File: src/rtl/apsc_pkg.sv
// Package for the arm position slew controller: word types, opcodes, mode codes,
// register indexes and reset constants.
// No dependencies; used by the channel interfaces and the top level.
package apsc_pkg;

   localparam int PosFracBitsDefault = 10;

   localparam int PosW   = 16;
   localparam int DriveW = 8;
   localparam int CapW   = 7;
   localparam int GainW  = 12;
   localparam int TolW   = 10;
   localparam int ModeW  = 4;
   localparam int CodeW  = 3;
   localparam int NumPresets = 6;

   typedef logic signed [PosW-1:0]   pos_type;
   typedef logic signed [DriveW-1:0] drive_type;
   typedef logic [CapW-1:0]          cap_type;
   typedef logic [GainW-1:0]         gain_type;
   typedef logic [TolW-1:0]          tol_type;
   typedef logic [ModeW-1:0]         mode_type;
   typedef logic [CodeW-1:0]         code_type;
   typedef logic [1:0]               chain_type;
   typedef logic [2:0]               reg_idx_type;

   typedef enum logic [1:0] {
      OP_TICK   = 2'd0,
      OP_MOVE   = 2'd1,
      OP_PRESET = 2'd2,
      OP_HOME   = 2'd3
   } op_type;

   localparam mode_type MODE_IDLE        = 4'd0;
   localparam mode_type MODE_LOW_TOWER   = 4'd1;
   localparam mode_type MODE_MID_TOWER   = 4'd2;
   localparam mode_type MODE_LOW_MANUAL  = 4'd3;
   localparam mode_type MODE_LOW_DESCORE = 4'd4;
   localparam mode_type MODE_MID_DESCORE = 4'd5;
   localparam mode_type MODE_LOW_ALT     = 4'd6;
   localparam mode_type MODE_HOME        = 4'd10;
   localparam mode_type MODE_MOVE        = 4'd11;

   localparam code_type CODE_IDLE    = 3'd0;
   localparam code_type CODE_LOW     = 3'd1;
   localparam code_type CODE_MID     = 3'd2;
   localparam code_type CODE_INVALID = 3'd7;

   localparam chain_type CHAIN_NONE = 2'd0;

   localparam reg_idx_type REG_GAIN         = 3'd0;
   localparam reg_idx_type REG_TOLERANCE    = 3'd1;
   localparam reg_idx_type REG_POS_BOTTOM   = 3'd2;
   localparam reg_idx_type REG_POS_LOW      = 3'd3;
   localparam reg_idx_type REG_POS_MID      = 3'd4;
   localparam reg_idx_type REG_POS_LOW_MAN  = 3'd5;
   localparam reg_idx_type REG_POS_LOW_DSC  = 3'd6;
   localparam reg_idx_type REG_POS_MID_DSC  = 3'd7;

   localparam gain_type  GAIN_RESET   = 12'd350;
   localparam cap_type   PRESET_SPEED = 7'd127;
   localparam cap_type   PRESET_STEP  = 7'd9;
   localparam cap_type   TOWER_STEP   = 7'd50;
   localparam drive_type HOME_DRIVE   = -8'sd100;
   localparam drive_type DRIVE_ZERO   = 8'sd0;

   typedef struct packed {
      op_type   opcode;
      pos_type  raw_position;
      logic     limit_hit;
      pos_type  goal_position;
      cap_type  speed_cap;
      cap_type  slew_step;
      code_type preset_code;
   } req_word_type;

   typedef struct packed {
      drive_type drive;
      logic      settled;
      mode_type  mode_now;
      pos_type   position;
   } rsp_word_type;

endpackage

File: src/rtl/apsc_ifs.sv
// Channel interfaces for the arm position slew controller: request and response words.
// Depends on apsc_pkg for field types.
interface apsc_req_if;
   logic                 valid;
   logic                 ready;
   apsc_pkg::op_type     opcode;
   apsc_pkg::pos_type    raw_position;
   logic                 limit_hit;
   apsc_pkg::pos_type    goal_position;
   apsc_pkg::cap_type    speed_cap;
   apsc_pkg::cap_type    slew_step;
   apsc_pkg::code_type   preset_code;

   modport source (
      output valid, opcode, raw_position, limit_hit, goal_position, speed_cap,
             slew_step, preset_code,
      input  ready
   );
   modport sink (
      input  valid, opcode, raw_position, limit_hit, goal_position, speed_cap,
             slew_step, preset_code,
      output ready
   );
endinterface

interface apsc_rsp_if;
   logic                 valid;
   logic                 ready;
   apsc_pkg::drive_type  drive;
   logic                 settled;
   apsc_pkg::mode_type   mode_now;
   apsc_pkg::pos_type    position;

   modport source (output valid, drive, settled, mode_now, position, input ready);
   modport sink   (input valid, drive, settled, mode_now, position, output ready);
endinterface

File: src/rtl/arm_position_p_slew_controller_top.sv
// Top level of the arm position slew controller: input register, single-pass update
// of the regulator state, result register and APB register file.
// Depends on apsc_pkg and the channel interfaces in apsc_ifs.sv.
//
//   channel   ports        direction   word
//   req       req_chan     in          opcode, raw_position, limit_hit, goal/speed/step, code
//   rsp       rsp_chan     out         drive, settled, mode_now, position
//   csr       csr_*        in/out      APB registers 0..7, 32-bit data
//
// Each word passes through the input register, then through the error multiply and slew
// update into the result register. One word is accepted every cycle unless the result
// is stalled; each word sees the regulator state left by the word before it.
// Synchronous reset loads the register and state reset values; no clearing pass.
// A stalled result holds in the result register while one more word waits in the input
// register; req ready drops only when both are full.
module arm_position_p_slew_controller_top #(
   parameter int POS_FRAC_BITS = apsc_pkg::PosFracBitsDefault
) (
   input  logic        clock,
   input  logic        reset,
   apsc_req_if.sink    req_chan,
   apsc_rsp_if.source  rsp_chan,
   input  logic        csr_psel,
   input  logic        csr_penable,
   input  logic        csr_pwrite,
   input  logic [4:0]  csr_paddr,
   input  logic [31:0] csr_pwdata,
   output logic [31:0] csr_prdata,
   output logic        csr_pready
);
   import apsc_pkg::*;

   localparam int TolRaw   = ((1 << POS_FRAC_BITS) + 5) / 10;
   localparam int TolSat   = (TolRaw > 1023) ? 1023 : TolRaw;
   localparam tol_type TOL_RESET = tol_type'(TolSat);
   localparam int ProdW    = 30;
   localparam int LimW     = 10 + POS_FRAC_BITS;
   localparam int CmpW     = ((ProdW > LimW) ? ProdW : LimW) + 1;

   // input stage
   logic         a_valid_ff, a_valid_in;
   req_word_type a_word_ff, a_word_in;
   logic         a_adv;

   // result stage
   logic         rsp_valid_ff, rsp_valid_in;
   rsp_word_type rsp_word_ff, rsp_word_in;

   // configuration
   gain_type  gain_ff, gain_in;
   tol_type   tolerance_ff, tolerance_in;
   pos_type   preset_ff [NumPresets];
   pos_type   preset_in [NumPresets];

   // regulator state
   mode_type  mode_ff, mode_in;
   chain_type next_preset_ff, next_preset_in;
   pos_type   target_ff, target_in;
   cap_type   speed_ff, speed_in;
   cap_type   step_ff, step_in;
   drive_type slew_ff, slew_in;
   logic      settled_ff, settled_in;
   pos_type   home_offset_ff, home_offset_in;
   drive_type motor_ff, motor_in;

   // datapath
   logic                    cfg_we;
   reg_idx_type             cfg_idx;
   pos_type                 pos_rel;
   logic signed [16:0]      err;
   logic signed [ProdW-1:0] prod;
   logic signed [CmpW-1:0]  prod_w;
   logic signed [CmpW-1:0]  prod_neg;
   logic signed [9:0]       slew10;
   logic signed [9:0]       step10;
   logic signed [9:0]       slew_plus;
   logic signed [9:0]       slew_minus;
   logic signed [CmpW-1:0]  hi_lim;
   logic signed [CmpW-1:0]  lo_lim;
   logic signed [CmpW-1:0]  q_pos;
   logic signed [CmpW-1:0]  q_neg;
   logic signed [9:0]       slew_new;
   logic signed [9:0]       slew_sat;
   logic signed [9:0]       slew_clamp;
   logic signed [9:0]       spd10;
   logic signed [16:0]      tol17;
   logic                    in_tol;
   logic                    bottom_hit;
   code_type                code_eff;

   assign a_adv = a_valid_ff && (!rsp_valid_ff || rsp_chan.ready);
   assign req_chan.ready = !a_valid_ff || a_adv;

   always_comb begin
      a_valid_in = a_valid_ff;
      a_word_in  = a_word_ff;
      if (req_chan.valid && req_chan.ready) begin
         a_valid_in = 1'b1;
         a_word_in.opcode        = req_chan.opcode;
         a_word_in.raw_position  = req_chan.raw_position;
         a_word_in.limit_hit     = req_chan.limit_hit;
         a_word_in.goal_position = req_chan.goal_position;
         a_word_in.speed_cap     = req_chan.speed_cap;
         a_word_in.slew_step     = req_chan.slew_step;
         a_word_in.preset_code   = req_chan.preset_code;
      end else if (a_adv) begin
         a_valid_in = 1'b0;
      end
   end

   // tick arithmetic
   always_comb begin
      pos_rel    = a_word_ff.raw_position - home_offset_ff;
      err        = 17'(target_ff) - 17'(pos_rel);
      prod       = ProdW'(err) * ProdW'(signed'({1'b0, gain_ff}));
      prod_w     = CmpW'(prod);
      prod_neg   = -prod_w;
      slew10     = 10'(slew_ff);
      step10     = signed'({3'b000, step_ff});
      spd10      = signed'({3'b000, speed_ff});
      slew_plus  = slew10 + step10;
      slew_minus = slew10 - step10;
      hi_lim     = CmpW'(slew_plus) <<< POS_FRAC_BITS;
      lo_lim     = CmpW'(slew_minus) <<< POS_FRAC_BITS;
      q_pos      = prod_w >>> POS_FRAC_BITS;
      q_neg      = -(prod_neg >>> POS_FRAC_BITS);
      if (prod_w > 0) begin
         slew_new = (prod_w > hi_lim) ? slew_plus : q_pos[9:0];
      end else if (prod_w < 0) begin
         slew_new = (prod_w < lo_lim) ? slew_minus : q_neg[9:0];
      end else begin
         slew_new = slew10;
      end
      if (slew_new > 10'sd127) begin
         slew_sat = 10'sd127;
      end else if (slew_new < -10'sd127) begin
         slew_sat = -10'sd127;
      end else begin
         slew_sat = slew_new;
      end
      if (slew_new > spd10) begin
         slew_clamp = spd10;
      end else if (slew_new < -spd10) begin
         slew_clamp = -spd10;
      end else begin
         slew_clamp = slew_new;
      end
      tol17      = signed'({7'b0, tolerance_ff});
      in_tol     = (err > -tol17) && (err < tol17);
      bottom_hit = (target_ff == preset_ff[0]) && a_word_ff.limit_hit;
      code_eff   = (a_word_ff.preset_code == CODE_INVALID) ? CODE_IDLE
                                                           : a_word_ff.preset_code;
   end

   assign cfg_we  = csr_psel && csr_penable && csr_pwrite;
   assign cfg_idx = csr_paddr[4:2];

   // state update
   always_comb begin
      gain_in        = gain_ff;
      tolerance_in   = tolerance_ff;
      preset_in      = preset_ff;
      mode_in        = mode_ff;
      next_preset_in = next_preset_ff;
      target_in      = target_ff;
      speed_in       = speed_ff;
      step_in        = step_ff;
      slew_in        = slew_ff;
      settled_in     = settled_ff;
      home_offset_in = home_offset_ff;
      motor_in       = motor_ff;

      if (cfg_we) begin
         case (cfg_idx)
            REG_GAIN:        gain_in      = csr_pwdata[GainW-1:0];
            REG_TOLERANCE:   tolerance_in = csr_pwdata[TolW-1:0];
            REG_POS_BOTTOM:  preset_in[0] = csr_pwdata[PosW-1:0];
            REG_POS_LOW:     preset_in[1] = csr_pwdata[PosW-1:0];
            REG_POS_MID:     preset_in[2] = csr_pwdata[PosW-1:0];
            REG_POS_LOW_MAN: preset_in[3] = csr_pwdata[PosW-1:0];
            REG_POS_LOW_DSC: preset_in[4] = csr_pwdata[PosW-1:0];
            REG_POS_MID_DSC: preset_in[5] = csr_pwdata[PosW-1:0];
            default: ;
         endcase
      end

      if (a_adv) begin
         case (a_word_ff.opcode)
            OP_TICK: begin
               case (mode_ff)
                  MODE_LOW_TOWER, MODE_LOW_ALT: begin
                     target_in = preset_ff[1];
                     step_in   = TOWER_STEP;
                     if (mode_ff == MODE_LOW_TOWER) begin
                        next_preset_in = CHAIN_NONE;
                     end
                     mode_in = MODE_MOVE;
                  end
                  MODE_MID_TOWER: begin
                     target_in      = preset_ff[2];
                     step_in        = TOWER_STEP;
                     next_preset_in = CHAIN_NONE;
                     mode_in        = MODE_MOVE;
                  end
                  MODE_LOW_MANUAL: begin
                     target_in = preset_ff[3];
                     mode_in   = MODE_MOVE;
                  end
                  MODE_LOW_DESCORE: begin
                     target_in = preset_ff[4];
                     mode_in   = MODE_MOVE;
                  end
                  MODE_MID_DESCORE: begin
                     target_in = preset_ff[5];
                     mode_in   = MODE_MOVE;
                  end
                  MODE_HOME: begin
                     motor_in = HOME_DRIVE;
                     if (a_word_ff.limit_hit) begin
                        home_offset_in = a_word_ff.raw_position;
                        motor_in       = DRIVE_ZERO;
                        settled_in     = 1'b1;
                        mode_in        = MODE_MOVE;
                     end
                  end
                  MODE_MOVE: begin
                     if (in_tol || bottom_hit) begin
                        if (next_preset_ff != CHAIN_NONE) begin
                           mode_in = mode_type'(next_preset_ff);
                           slew_in = slew_sat[7:0];
                        end else begin
                           tolerance_in   = TOL_RESET;
                           slew_in        = DRIVE_ZERO;
                           motor_in       = DRIVE_ZERO;
                           settled_in     = 1'b1;
                           next_preset_in = CHAIN_NONE;
                           mode_in        = MODE_IDLE;
                        end
                     end else begin
                        slew_in  = slew_clamp[7:0];
                        motor_in = slew_clamp[7:0];
                     end
                  end
                  default: ;
               endcase
            end
            OP_MOVE: begin
               target_in      = a_word_ff.goal_position;
               speed_in       = a_word_ff.speed_cap;
               step_in        = a_word_ff.slew_step;
               settled_in     = 1'b0;
               slew_in        = DRIVE_ZERO;
               motor_in       = DRIVE_ZERO;
               next_preset_in = CHAIN_NONE;
               mode_in        = MODE_MOVE;
            end
            OP_PRESET: begin
               target_in  = preset_ff[0];
               speed_in   = PRESET_SPEED;
               step_in    = PRESET_STEP;
               slew_in    = DRIVE_ZERO;
               motor_in   = DRIVE_ZERO;
               settled_in = 1'b0;
               if (code_eff == CODE_LOW || code_eff == CODE_MID) begin
                  next_preset_in = code_eff[1:0];
                  mode_in        = MODE_MOVE;
               end else begin
                  next_preset_in = CHAIN_NONE;
                  mode_in        = mode_type'(code_eff);
               end
            end
            OP_HOME: begin
               target_in      = preset_ff[0];
               settled_in     = 1'b0;
               next_preset_in = CHAIN_NONE;
               mode_in        = MODE_HOME;
            end
            default: ;
         endcase
      end
   end

   always_comb begin
      rsp_valid_in = rsp_valid_ff;
      rsp_word_in  = rsp_word_ff;
      if (a_adv) begin
         rsp_valid_in         = 1'b1;
         rsp_word_in.drive    = motor_in;
         rsp_word_in.settled  = settled_in;
         rsp_word_in.mode_now = mode_in;
         rsp_word_in.position = (a_word_ff.opcode == OP_TICK) ? pos_rel : pos_type'(0);
      end else if (rsp_chan.ready) begin
         rsp_valid_in = 1'b0;
      end
   end

   always_ff @(posedge clock) begin
      a_word_ff   <= a_word_in;
      rsp_word_ff <= rsp_word_in;
      if (reset) begin
         a_valid_ff     <= 1'b0;
         rsp_valid_ff   <= 1'b0;
         gain_ff        <= GAIN_RESET;
         tolerance_ff   <= TOL_RESET;
         for (int i = 0; i < NumPresets; i++) begin
            preset_ff[i] <= '0;
         end
         mode_ff        <= MODE_IDLE;
         next_preset_ff <= CHAIN_NONE;
         target_ff      <= '0;
         speed_ff       <= '0;
         step_ff        <= PRESET_STEP;
         slew_ff        <= DRIVE_ZERO;
         settled_ff     <= 1'b1;
         home_offset_ff <= '0;
         motor_ff       <= DRIVE_ZERO;
      end else begin
         a_valid_ff     <= a_valid_in;
         rsp_valid_ff   <= rsp_valid_in;
         gain_ff        <= gain_in;
         tolerance_ff   <= tolerance_in;
         preset_ff      <= preset_in;
         mode_ff        <= mode_in;
         next_preset_ff <= next_preset_in;
         target_ff      <= target_in;
         speed_ff       <= speed_in;
         step_ff        <= step_in;
         slew_ff        <= slew_in;
         settled_ff     <= settled_in;
         home_offset_ff <= home_offset_in;
         motor_ff       <= motor_in;
      end
   end

   assign rsp_chan.valid    = rsp_valid_ff;
   assign rsp_chan.drive    = rsp_word_ff.drive;
   assign rsp_chan.settled  = rsp_word_ff.settled;
   assign rsp_chan.mode_now = rsp_word_ff.mode_now;
   assign rsp_chan.position = rsp_word_ff.position;

   assign csr_pready = 1'b1;

   always_comb begin
      case (cfg_idx)
         REG_GAIN:        csr_prdata = 32'(gain_ff);
         REG_TOLERANCE:   csr_prdata = 32'(tolerance_ff);
         REG_POS_BOTTOM:  csr_prdata = 32'(preset_ff[0]);
         REG_POS_LOW:     csr_prdata = 32'(preset_ff[1]);
         REG_POS_MID:     csr_prdata = 32'(preset_ff[2]);
         REG_POS_LOW_MAN: csr_prdata = 32'(preset_ff[3]);
         REG_POS_LOW_DSC: csr_prdata = 32'(preset_ff[4]);
         REG_POS_MID_DSC: csr_prdata = 32'(preset_ff[5]);
         default:         csr_prdata = '0;
      endcase
   end

endmodule
File: src/flat_wrapper.sv
// flat-port wrapper written by rule: the top's interface ports become plain ports
module arm_position_p_slew_controller_top_flat import apsc_pkg::*;
#(
   parameter int POS_FRAC_BITS = apsc_pkg::PosFracBitsDefault
)
  (clock, reset, csr_psel, csr_penable, csr_pwrite, csr_paddr, csr_pwdata, csr_prdata, csr_pready, req_chan_valid, req_chan_opcode, req_chan_raw_position, req_chan_limit_hit, req_chan_goal_position, req_chan_speed_cap, req_chan_slew_step, req_chan_preset_code, req_chan_ready, rsp_chan_valid, rsp_chan_drive, rsp_chan_settled, rsp_chan_mode_now, rsp_chan_position, rsp_chan_ready);
  apsc_req_if req_chan_i ();
  apsc_rsp_if rsp_chan_i ();
  input  logic clock;
  input  logic reset;
  input  logic csr_psel;
  input  logic csr_penable;
  input  logic csr_pwrite;
  input  logic [4:0] csr_paddr;
  input  logic [31:0] csr_pwdata;
  output logic [31:0] csr_prdata;
  output logic csr_pready;
  input wire logic [$bits(req_chan_i.valid)-1:0] req_chan_valid;
  input wire logic [$bits(req_chan_i.opcode)-1:0] req_chan_opcode;
  input wire logic [$bits(req_chan_i.raw_position)-1:0] req_chan_raw_position;
  input wire logic [$bits(req_chan_i.limit_hit)-1:0] req_chan_limit_hit;
  input wire logic [$bits(req_chan_i.goal_position)-1:0] req_chan_goal_position;
  input wire logic [$bits(req_chan_i.speed_cap)-1:0] req_chan_speed_cap;
  input wire logic [$bits(req_chan_i.slew_step)-1:0] req_chan_slew_step;
  input wire logic [$bits(req_chan_i.preset_code)-1:0] req_chan_preset_code;
  output wire logic [$bits(req_chan_i.ready)-1:0] req_chan_ready;
  output wire logic [$bits(rsp_chan_i.valid)-1:0] rsp_chan_valid;
  output wire logic [$bits(rsp_chan_i.drive)-1:0] rsp_chan_drive;
  output wire logic [$bits(rsp_chan_i.settled)-1:0] rsp_chan_settled;
  output wire logic [$bits(rsp_chan_i.mode_now)-1:0] rsp_chan_mode_now;
  output wire logic [$bits(rsp_chan_i.position)-1:0] rsp_chan_position;
  input wire logic [$bits(rsp_chan_i.ready)-1:0] rsp_chan_ready;
  assign req_chan_i.valid = req_chan_valid;
  assign req_chan_i.opcode = req_chan_opcode;
  assign req_chan_i.raw_position = req_chan_raw_position;
  assign req_chan_i.limit_hit = req_chan_limit_hit;
  assign req_chan_i.goal_position = req_chan_goal_position;
  assign req_chan_i.speed_cap = req_chan_speed_cap;
  assign req_chan_i.slew_step = req_chan_slew_step;
  assign req_chan_i.preset_code = req_chan_preset_code;
  assign req_chan_ready = req_chan_i.ready;
  assign rsp_chan_valid = rsp_chan_i.valid;
  assign rsp_chan_drive = rsp_chan_i.drive;
  assign rsp_chan_settled = rsp_chan_i.settled;
  assign rsp_chan_mode_now = rsp_chan_i.mode_now;
  assign rsp_chan_position = rsp_chan_i.position;
  assign rsp_chan_i.ready = rsp_chan_ready;
  arm_position_p_slew_controller_top #(.POS_FRAC_BITS(POS_FRAC_BITS)) u_core (.clock(clock), .reset(reset), .req_chan(req_chan_i), .rsp_chan(rsp_chan_i), .csr_psel(csr_psel), .csr_penable(csr_penable), .csr_pwrite(csr_pwrite), .csr_paddr(csr_paddr), .csr_pwdata(csr_pwdata), .csr_prdata(csr_prdata), .csr_pready(csr_pready));
endmodule
File: config.mk
export PLATFORM = sky130hd
export DESIGN_NAME = arm_position_p_slew_controller_top_flat
export DESIGN_NICKNAME = d
export VERILOG_FILES = /design/src/rtl/apsc_pkg.sv /design/src/rtl/apsc_ifs.sv /design/src/rtl/arm_position_p_slew_controller_top.sv /design/src/flat_wrapper.sv
export SDC_FILE = /design/constraint.sdc
export NUM_CORES = 1
export LEC_CHECK = 0
export BUFFER_PORTS_ARGS = -buffer_cell sky130_fd_sc_hd__buf_4
export CAP_MARGIN = 20
export CORE_ASPECT_RATIO = 0.7
export CORE_UTILIZATION = 25
export CTS_CLUSTER_SIZE = 14
export DETAILED_ROUTE_END_ITERATION = 12
export SYNTH_ARGS = -nofsm -noshare
export SYNTH_HDL_FRONTEND = slang
export SYNTH_SLANG_ARGS = --single-unit
export TNS_END_PERCENT = 100
File: constraint.sdc
create_clock -name clock -period 17.7 [get_ports clock]
set_input_delay 1.77 -clock clock [delete_from_list [all_inputs] [get_ports clock]]
set_output_delay 1.77 -clock clock [all_outputs]
set_load 0.05 [all_outputs]
==> results of run 1 <==
-- synthesized netlist by cell type, types with 12 or more instances --
cell	instances	area, um^2
a22oi_1	42	315
nor2b_1	33	206
dfxtp_1	189	3780
edfxtp_1	81	2430
nor3_1	53	265
fa_1	187	3740
or3_1	13	81.3
mux2i_1	48	480
o21ai_0	79	395
mux2_2	12	135
a31oi_1	17	106
nand2_1	461	1730
a211oi_1	47	353
or2_2	15	93.8
a21boi_0	13	97.6
a21o_1	42	315
and2_1	105	657
xor2_1	35	307
o22ai_1	15	93.8
nand3_1	44	220
o211ai_1	24	180
a221oi_1	28	245
ha_1	201	2510
a21oi_1	244	1220
inv_1	341	1280
nor4_1	22	138
xnor2_1	60	526
nand4_1	26	163
nand2b_1	30	188
clkbuf_1	131	492
buf_4	19	143
nor2_1	179	672
o21a_1	26	195
-- path summary, 6_finish.rpt --
| check | start | endpoint | slack (ps) | depth (start not counted) |
|---|---|---|---|---|
| max | u_core.a_word_ff[34] | u_core.rsp_chan.drive[6] | 1380 | 62 |
| min | u_core.preset_ff[4] | u_core.preset_ff[4] | 470 | 2 |
| max reg2reg | u_core.a_word_ff[34] | u_core.rsp_chan.drive[6] | 1380 | 62 |
| min reg2reg | u_core.preset_ff[4] | u_core.preset_ff[4] | 470 | 2 |
-- critical path, delay by kind of cell (launching register included) --
kind,cells,cell delay (ps)
and+or+nand+nor,15,3630
muxes,1,410
DFF,1,380
AOI/OAI and AO/OA,27,5930
buffers and inverters,5,310
adders and majority gates,11,4690
xor gates and xnor gates,3,660
-- flip-flops by register name, indices dropped and copies added, names as in the netlist, 2 cells and up --
signal,flops
u_core.a_word_ff,52
u_core.speed_ff,7
u_core.rsp_chan.position,16
u_core.rsp_chan.drive,8
u_core.motor_ff,8
u_core.preset_ff,96
u_core.slew_ff,8
u_core.target_ff,16
u_core.step_ff,7
u_core.gain_ff,12
u_core.mode_ff,4
u_core.tolerance_ff,10
u_core.home_offset_ff,16
u_core.next_preset_ff,2
u_core.rsp_chan.mode_now,4
-- what timing repair did --
item                                    in CTS  in global routing
hold buffers                                 0                  0
endpoints found under the setup margin       0                  3
resized for setup                            0                  1
-- metrics by stage --
step | hold slack (ps) | setup slack [ps] | util (%) | cells
after global placement | 454 | 1730 | 27.6 | 4388
final | 469 | 1380 | 28.4 | 4437
after detailed placement | 460 | 1450 | 27.6 | 4389
after floorplan | 446 | 4190 | - | 3059
after global routing | 486 | 70.6 | 28.4 | 4437
after CTS | 470 | 1380 | 28.4 | 4435
-- routing by layer --
layer,vias up,part of all wire (%),global-route usage [%]
met5,-,0,0
met4,0,0.82,1.56
met3,48,9.3,3.35
met1,10600,51,23.6
met2,766,39,20.0
li1,10500,-,-
-- placed cells by master, fill, tap and decap left out, types with 26 or more instances in the layout --
cell,netlist,routed
nand3_1,44,44
nor2_1,179,176
buf_4,19,171
a211oi_1,47,47
a221oi_1,28,28
dfxtp_1,189,189
nand4_1,26,26
and2_1,105,104
nor2b_1,33,33
clkbuf_16,0,26
nand2b_1,30,30
a21o_1,42,42
o21ai_0,79,79
mux2i_1,48,48
ha_1,201,200
xor2_1,35,35
a22oi_1,42,42
nor3_1,53,49
o21a_1,26,26
nand2_1,461,461
edfxtp_1,81,81
a21oi_1,244,244
inv_1,341,341
xnor2_1,60,58
fa_1,187,187
-- cell families (layout without fill, tap and decap cells) --
| kind of cell | after synthesis | after routing | synth area share [%] |
|---|---|---|---|
| other cells | 1 | 1 | 0.0147 |
| fa+ha+maj | 388 | 388 | 24.5 |
| buf+inv | 522 | 564 | 8.12 |
| simple gates | 1023 | 1023 | 18.7 |
| xor+xnor | 96 | 96 | 3.35 |
| flops | 270 | 270 | 24.4 |
| compound gates | 695 | 695 | 18.1 |
| mux | 64 | 64 | 2.77 |
-- layout make-up --
cell class | count | area (um^2) | area share [%]
multi-input combinational | 2267 | 17300 | 60.5
timing repair buffer | 173 | 1320 | 4.62
sequential | 270 | 6220 | 21.7
inverter | 345 | 1290 | 4.53
clock buffer | 42 | 761 | 2.66
tap | 1336 | 1670 | 5.85
clock inverter | 4 | 43.8 | 0.153
==> results.json, run 1 <==
{
  "syn_area_mm2": 0.0255,
  "critPathMaxStageDelay_ps": 910,
  "cts_buffers": 25,
  "coreArea_mm2": 0.101,
  "fin_crit_ps": 16320,
  "cts_tree": "yes",
  "setup_viol": 0,
  "ant_nets": 0,
  "wl_per_cell_um": 17.7,
  "gp_congestion": 0.917,
  "drt_pass1_iterations": 9,
  "setup_tns_ps": 0,
  "synth-seq-cells": 270,
  "io_pins": 160,
  "die_x_um": 384,
  "cts.path.max_buffers": 3,
  "viasPerCell": 4.94,
  "syn2layout_area_growth_pct": 12.1,
  "critPathLaunchType": "flop",
  "dieArea_mm2": 0.103,
  "postSynthAreaPerCell_um2": 8.34,
  "clk_latency_ps": 580,
  "tightestPinTransition_ps": 1140,
  "first_global_vias": 20100,
  "synth_enable_flop_cells": 81,
  "yosysSeqAreaShare_pct": 24.4,
  "drc": 9,
  "antenna_cells": 0,
  "cp_common_cell": "a21oi_1",
  "fin_crit_sh_pct": 92.2,
  "cts_setup_buffers": 0,
  "cap_viol_max_count": 0,
  "clock-skew-final_ps": 29.3,
  "criticalPathCategory": "reg -> reg",
  "overflow": 0,
  "die_h_um": 269,
  "finalMaxSlewViolations": 0,
  "wl_mm": 78.7,
  "cts_sinks": 270,
  "crit_path_max_fanout": 14,
  "rows": 97,
  "crit_path_top_delay_cell": "fa_1",
  "gr-usage-all-layers_pct": 14.7,
  "hold_viol": 0,
  "cp.required_ps": 18010,
  "critPathArrivalTime_ps": 16630,
  "final_area_mm2": 0.0286,
  "fmax_ghz": 0.0613,
  "final_nets": 3566,
  "violations": "design-rule violations",
  "htreeDepth": 1,
  "first_iter_violations": 2034,
  "hold_class": "reg -> reg",
  "fillers": 10700,
  "portBuffers": 140,
  "end_kind": "flop",
  "rsz0062_at_grt": "false",
  "netlist_instances": 3059,
  "route.vias.total": 21900,
  "cts_root_buf": "clkbuf_16",
  "clkTransAtPathRegs_ps": 70,
  "synth_flop_cell": "dfxtp_1",
  "place_area_mm2": 0.0277,
  "yosysUniqueCellTypes": 103,
  "initial_core_util_pct": 25.3,
  "hpwl_mm": 60.5,
  "slew_headroom_pct": 24.1,
  "grt_max_degree": 104,
  "grt_pass1_wl_mm": 120,
  "syn_nets": 3543,
  "ys_warn_count": 0,
  "status": "finished, violations left",
  "synthArstFlopShare_pct": 0,
  "antenna_found_initial": 0,
  "drive_above_1_share_pct": 9.09
}
Power of run 1 is not shown: default switching activity piles up to over one toggle a cycle in this logic, so the estimate is an artifact.
==> run 2: changes to the inputs <==
Settings changed: GPL_TIMING_DRIVEN set to 0.
==> results.json, run 2 (synthesis gave the netlist of run 1 again) <==
{
  "status": "finished, violations left",
  "violations": "design-rule violations",
  "regMostFlops": "u_core.preset_ff",
  "largestRegisters": "u_core.preset_ff x96, u_core.a_word_ff x52",
  "drc": 9,
  "setup_tns_ps": 0,
  "critPathArrivalTime_ps": 16810,
  "hold_class": "reg -> reg",
  "io_pins": 160,
  "dieArea_mm2": 0.103,
  "slew_headroom_pct": 17.4,
  "gr-usage-all-layers_pct": 16.1,
  "clk_latency_ps": 610,
  "drt_pass1_iterations": 9,
  "htreeDepth": 1,
  "fin_crit_ps": 16490,
  "antenna_found_initial": 1,
  "cp_common_cell": "a21oi_1",
  "crit_path_max_fanout": 10,
  "grt_max_degree": 37,
  "first_iter_violations": 2421,
  "cap_viol_max_count": 0,
  "setup_viol": 0,
  "fmax_ghz": 0.0607,
  "overflow": 0,
  "clkTransAtPathRegs_ps": 70,
  "cts.path.max_buffers": 3,
  "cts-resized-gates": 0,
  "final_core_util_pct": 28.8,
  "critPathLaunchType": "flop",
  "tightestPinTransition_ps": 1230,
  "criticalPathCategory": "reg -> reg",
  "cts_sinks": 270,
  "clock-skew-final_ps": 40.0,
  "hpwl_mm": 70.2,
  "r2r_start": "u_core.a_word_ff[34]",
  "startpoint": "u_core.a_word_ff[34]",
  "fin_crit_sh_pct": 93.1,
  "cts.hold.buffers_added": 0,
  "cts_buffers": 25,
  "cts_setup_buffers": 0,
  "end_kind": "flop",
  "final_cell_mix": "nand2_1, inv_1, a21oi_1",
  "largest_register_ffs": 96,
  "crit_path_top_delay_cell": "fa_2",
  "final_nets": 3705,
  "cts_tree": "yes",
  "die_h_um": 269,
  "gp_congestion": 0.960,
  "critPathMaxStageDelay_ps": 770,
  "fin_ws_ps": 1210,
  "coreArea_mm2": 0.101,
  "wl_per_cell_um": 18.8,
  "drive_above_1_share_pct": 8.52,
  "syn2layout_area_growth_pct": 13.8,
  "hold_viol": 0,
  "finalMaxSlewViolations": 0,
  "ant_nets": 0,
  "final_common_cell": "nand2_1",
  "pre_cts_ws_ps": 1070,
  "wl_mm": 86.0,
  "rsz0062_at_grt": "false",
  "portBuffers": 128,
  "final_cells": 4575,
  "first_global_vias": 20900,
  "route.vias.total": 22800,
  "cp.required_ps": 18020,
  "place_inst": 4528,
  "cts_root_buf": "clkbuf_16",
  "viasPerCell": 4.99,
  "initial_core_util_pct": 25.3,
  "antenna_cells": 0,
  "die_x_um": 384,
  "holdCritStartpoint": "u_core.preset_ff[42]",
  "grt_pass1_wl_mm": 129,
  "rows": 97
}
==> run 2: cell count changes in the layout (fill, tap and decap cells not counted), sizes merged <==
cell	delta
buf	-2
clkbuf	+138
clkinv	+2
==> run 2: area by class of cell <==
| type | instances | area [um^2] |
|---|---|---|
| Multi-Input combinational cell | 2267 | 17200 |
| Timing Repair Buffer | 135 | 1060 |
| Inverter | 345 | 1290 |
| Clock buffer | 39 | 698 |
| Sequential cell | 270 | 6220 |
| Clock inverter | 6 | 58.8 |
| Tap cell | 1336 | 1670 |
| Buffer | 177 | 774 |
| Fill cell | 10700 | 71600 |
==> run 2: metal layers <==
layer  wire length (um)  global-route usage, %
met5                  0                      0
met4                815                   1.64
met2              32500                   20.8
met3               9210                   3.98
met1              43400                   26.4
==> run 2: worst paths after layout <==
path                              endpoint  slack (ps)  cells after the start
setup / recovery  u_core.rsp_chan.drive[6]        1210                     66
hold / removal        u_core.preset_ff[42]         470                      2
setup reg to reg  u_core.rsp_chan.drive[6]        1210                     66
hold reg to reg       u_core.preset_ff[42]         470                      2
==> run 2: per-stage QoR <==
stage | hold slack (ps) | area (um^2)
detailed placement | 465 | 28200
global route | 491 | 29000
CTS | 474 | 29000
global placement | 456 | 28100
finish | 474 | 29000
floorplan | 446 | 25500
==> run 2: worst max-delay path: cells and delay by family, from the launching register on <==
| kind | cells | cell delay, ps |
|---|---|---|
| AOI/OAI and AO/OA | 28 | 5940 |
| xor gates and xnor gates | 3 | 1040 |
| and+or+nand+nor | 14 | 2920 |
| DFF | 1 | 400 |
| adders and majority gates | 11 | 4410 |
| buffers and inverters | 10 | 1500 |
Power of run 2 is left out for the same reason.
